## config.mk

```make
export PLATFORM = sky130hd
export DESIGN_NAME = bmf_div
export DESIGN_NICKNAME = d
export VERILOG_FILES = /design/src/hdl/bmf_div.sv
export SDC_FILE = /design/constraint.sdc
export NUM_CORES = 1
export LEC_CHECK = 0
export ABC_CLOCK_PERIOD_IN_PS = 6400
export BUFFER_PORTS_ARGS = -buffer_cell sky130_fd_sc_hd__buf_2
export CORE_AREA = 2 2 124 96
export CTS_CLUSTER_DIAMETER = 120
export DETAILED_ROUTE_END_ITERATION = 8
export DIE_AREA = 0 0 126 98
export SLEW_MARGIN = 20
export SYNTH_ARGS = -nofsm -noshare
export SYNTH_HDL_FRONTEND = slang
export SYNTH_SLANG_ARGS = --single-unit
```

## constraint.sdc

```tcl
create_clock -name clk -period 6.4 [get_ports clk]
set_input_delay 0.32 -clock clk [delete_from_list [all_inputs] [get_ports clk]]
set_output_delay 0.32 -clock clk [all_outputs]
set_load 0.02 [all_outputs]
```

## src/hdl/bmf_div.sv

```systemverilog
module bmf_div #(
  parameter int SUM_W   = 26,
  parameter int CNT_W   = 10,
  parameter int QUO_W   = 16
) (
  input  logic             clk,
  input  logic             rst_n,
  input  logic             start,
  input  logic [SUM_W-1:0] dividend,
  input  logic [CNT_W-1:0] divisor,
  output logic [QUO_W-1:0] quotient,
  output logic             done
);

  localparam int STEP_W = $clog2(SUM_W + 1);

  logic              busy_r;
  logic              done_r;
  logic [STEP_W-1:0] step_r;
  logic [CNT_W-1:0]  rem_r;
  logic [SUM_W-1:0]  quo_r;
  logic [CNT_W-1:0]  dvs_r;

  logic [CNT_W:0]    trial;
  logic [CNT_W:0]    diff;
  logic              ge;
  logic [CNT_W-1:0]  rem_nxt;

  // One quotient bit per cycle, restoring form.
  always_comb begin
    trial   = {rem_r, quo_r[SUM_W-1]};
    diff    = trial - {1'b0, dvs_r};
    ge      = (trial >= {1'b0, dvs_r});
    rem_nxt = ge ? diff[CNT_W-1:0] : trial[CNT_W-1:0];
  end

  always_ff @(posedge clk) begin
    if (!rst_n) begin
      busy_r <= 1'b0;
      done_r <= 1'b0;
      step_r <= '0;
    end else begin
      done_r <= 1'b0;
      if (start) begin
        busy_r <= 1'b1;
        step_r <= STEP_W'(SUM_W);
      end else if (busy_r) begin
        step_r <= step_r - 1'b1;
        if (step_r == STEP_W'(1)) begin
          busy_r <= 1'b0;
          done_r <= 1'b1;
        end
      end
    end
  end

  always_ff @(posedge clk) begin
    if (start) begin
      quo_r <= dividend;
      rem_r <= '0;
      dvs_r <= divisor;
    end else if (busy_r) begin
      quo_r <= {quo_r[SUM_W-2:0], ge};
      rem_r <= rem_nxt;
    end
  end

  // The mean never exceeds the largest pixel, so the low bits hold it all.
  assign quotient = quo_r[QUO_W-1:0];
  assign done     = done_r;

endmodule

```

==> results.cfg <==
[sta]
finalCritPeriodShare = 0.367
setup_viol = 0
worst_slew_pin_slew_ns = 1.04
hold_viol_final = 0
skew_ns = 0.00618
relSlewSlack = 0.303
max_freq_mhz = 426
tns_ns = 0
rsz0062_at_grt = false
maxSlewViolCount = 0
period_needed_ns = 2.35

[power_and_ir_drop]
irDropWorstVdd_uv = 122
cellInternalPower_mw = 0.630
power_leakage_nw = 1.29
switching_power_mw = 0.245
p_sw_frac = 0.280
cellPowerDensity_nw_per_um2 = 275
combinationalPowerShare = 0.191
clkPwrFrac = 0.326
seq_power_share = 0.483

[global_route]
grt_max_degree = 51
grt_pass1_vias = 1820
antenna_found_initial = 0
grt_pass1_wl_um = 8930
track_usage = 0.0889
grt_overflow = 0

[floorplan]
initial_core_util = 0.242
die_area_um2 = 12300
row_count = 34
boundaryPins = 56
die_x_um = 126
core_area_um2 = 11200
die_h_um = 98

[worst_setup_path]
crit_path_start_kind = register
critPathCaptureType = register
critPathMaxFanout = 3
crit_family = compound AO/OA/AOI/OAI gates
critPathRequiredTime_ns = 6.61
critical-path-max-stage-delay_ns = 0.40
timing.critical_path.mode_cell = inv_1
cpMaxStageDelayCell = fa_1
cp.arrival_ns = 2.56
path_cells = inv_1, ha_1, inv_1, fa_1, a21o_2, a21oi_1, o221ai_1, xor2_1, mux2i_1, a211oi_1
worstSetupPathType = reg -> reg
worst-path-buf-inv = 2

[clock_network]
post_cts_resized = 0
hold_buffers = 0
path_clk_slew_ns = 0.08
htreeDepth = 2
cts_root_buffer = clkbuf_16
cts_buffers = 5
clk_path_buf_depth = 2
cts_sinks = 53
cts_tree = done
post_cts_buffers = 0
clkLatencyLatePin_ns = 0.29

[synthesis]
synth_top_area_share = 0.398
ys_ff_latch = 53
ys_seq_area_frac = 0.524
ys_types = 36
synthTopCellsByArea = edfxtp_1 (40%), dfxtp_1 (13%), mux2_2 (11%)
yosys.area.top_type = edfxtp_1
postSynthAreaPerCell_um2 = 11.9
syn_area_um2 = 2720
ys.warnings.count = 0
syn_nets = 281
synthCells = 229

[route]
postRouteAntennaNets = 0
wl_per_cell_um = 12.8
wirelength_um = 5310
viasPerCell = 4.23
firstDrtPassIters = 4
vias = 1756
drt_iter0_markers = 76
drc_errors = 0

[layout]
antenna_cells = 0
area_growth_pct = 17.5
final_util = 0.284
drive_gt1_frac = 0.369
nNetsFinal = 322

[hold_path]
worstHoldPathType = in -> reg

[place]
hpwl_um = 3800
io_buffers = 55
gp_congestion = 0.820

[flow_run]
max_cap_violations = 0

[run_status]
status = finished, final reports clean
## cell usage after synthesis, drive strengths merged
master	number
inv	19
or4b	1
ha	12
mux2	27
a31o	1
nor2	24
o21ai	5
xnor2	5
o311ai	1
nand2b	4
nand3b	1
nand4	2
nor3	4
o221ai	1
clkbuf	4
dfxtp	17
edfxtp	36
xor2	5
a311oi	1
a221o	1
mux2i	6
o211ai	2
a21o	2
and2b	1
fa	1
a211oi	6
nor4b	1
o31ai	1
a21oi	11
nand2	8
o21bai	1
buf	18
## state kept, by name, indices dropped and copies added, names as in the netlist
register  cells
dvs_r        10
busy_r        1
quo_r        26
step_r        5
rem_r        10
done          1
## layout make-up
type | count | area [um2]
fillers | 1191 | 8040
flip-flops and latches | 53 | 1420
multi-input cells | 135 | 1080
repair buffers | 56 | 283
well taps | 144 | 180
clock buffers | 5 | 125
inverters | 19 | 71.3
clock inverters | 3 | 28.8
## power groups by stage
stage          sequential (mW)  combinational (mW)  clock [mW]
6_report                 0.423               0.167       0.285
5_1_grt                  0.428               0.188       0.307
4_1_cts                  0.423               0.170       0.293
3_5_place_dp             0.431               0.168           0
3_3_place_gp             0.430               0.165           0
2_1_floorplan            0.422               0.140           0
## logic make-up (layout without fill, tap and decap cells)
family / after synthesis / after routing / share of synthesized area
AO/OA/AOI/OAI: 33 / 33 / 0.0903
XOR/XNOR: 10 / 10 / 0.0323
adder cells (fa/ha/maj): 13 / 13 / 0.0627
buffers and inverters: 41 / 83 / 0.0788
flip-flops: 53 / 53 / 0.524
multiplexers: 33 / 33 / 0.134
AND/OR/NAND/NOR: 46 / 46 / 0.0783
## metal layers
| layer | wire length (um) | track usage | vias to the layer above | part of all wire |
|---|---|---|---|---|
| met5 | 0 | 0 | - | 0 |
| met4 | 59 | 0.0347 | 0 | 0.011 |
| met3 | 321 | 0.0263 | 4 | 0.060 |
| met2 | 2370 | 0.137 | 45 | 0.45 |
| met1 | 2560 | 0.118 | 824 | 0.48 |
| li1 | - | - | 883 | - |
## path summary, 6_finish.rpt
kind	startpoint	endpoint	slack [ns]	cells past startpoint
hold / removal	divisor[1]	dvs_r[1]	0.19	1
setup / recovery	quo_r[25]	rem_r[8]	4.05	10
setup reg to reg	quo_r[25]	rem_r[8]	4.05	10
hold reg to reg	rem_r[2]	rem_r[2]	0.50	2
## through the flow
stage	power, mW	cell area (um2)	setup WS, ns	std cells	hold WS [ns]
after CTS	0.886	3190	4.03	415	0.189
after global placement	0.595	3040	4.04	407	0.496
after detailed placement	0.599	3040	4.03	407	0.499
after floorplan	0.563	2720	4.29	229	0.419
final	0.875	3190	4.05	415	0.195
after global routing	0.923	3190	3.85	415	0.178
## cells in the final DEF, fill, tap and decap left out, types with 5 or more instances in the layout
cell type,synthesis,final
buf_2,0,55
edfxtp_1,36,36
mux2_2,27,27
nor2_1,24,24
inv_1,19,19
dfxtp_1,17,17
ha_1,12,12
nand2_1,8,8
a21oi_1,8,8
a211oi_1,6,6
mux2i_1,6,6
xnor2_1,5,5
xor2_1,5,5
clkbuf_16,0,5
Note: power is estimated with default switching activity, not from simulation.
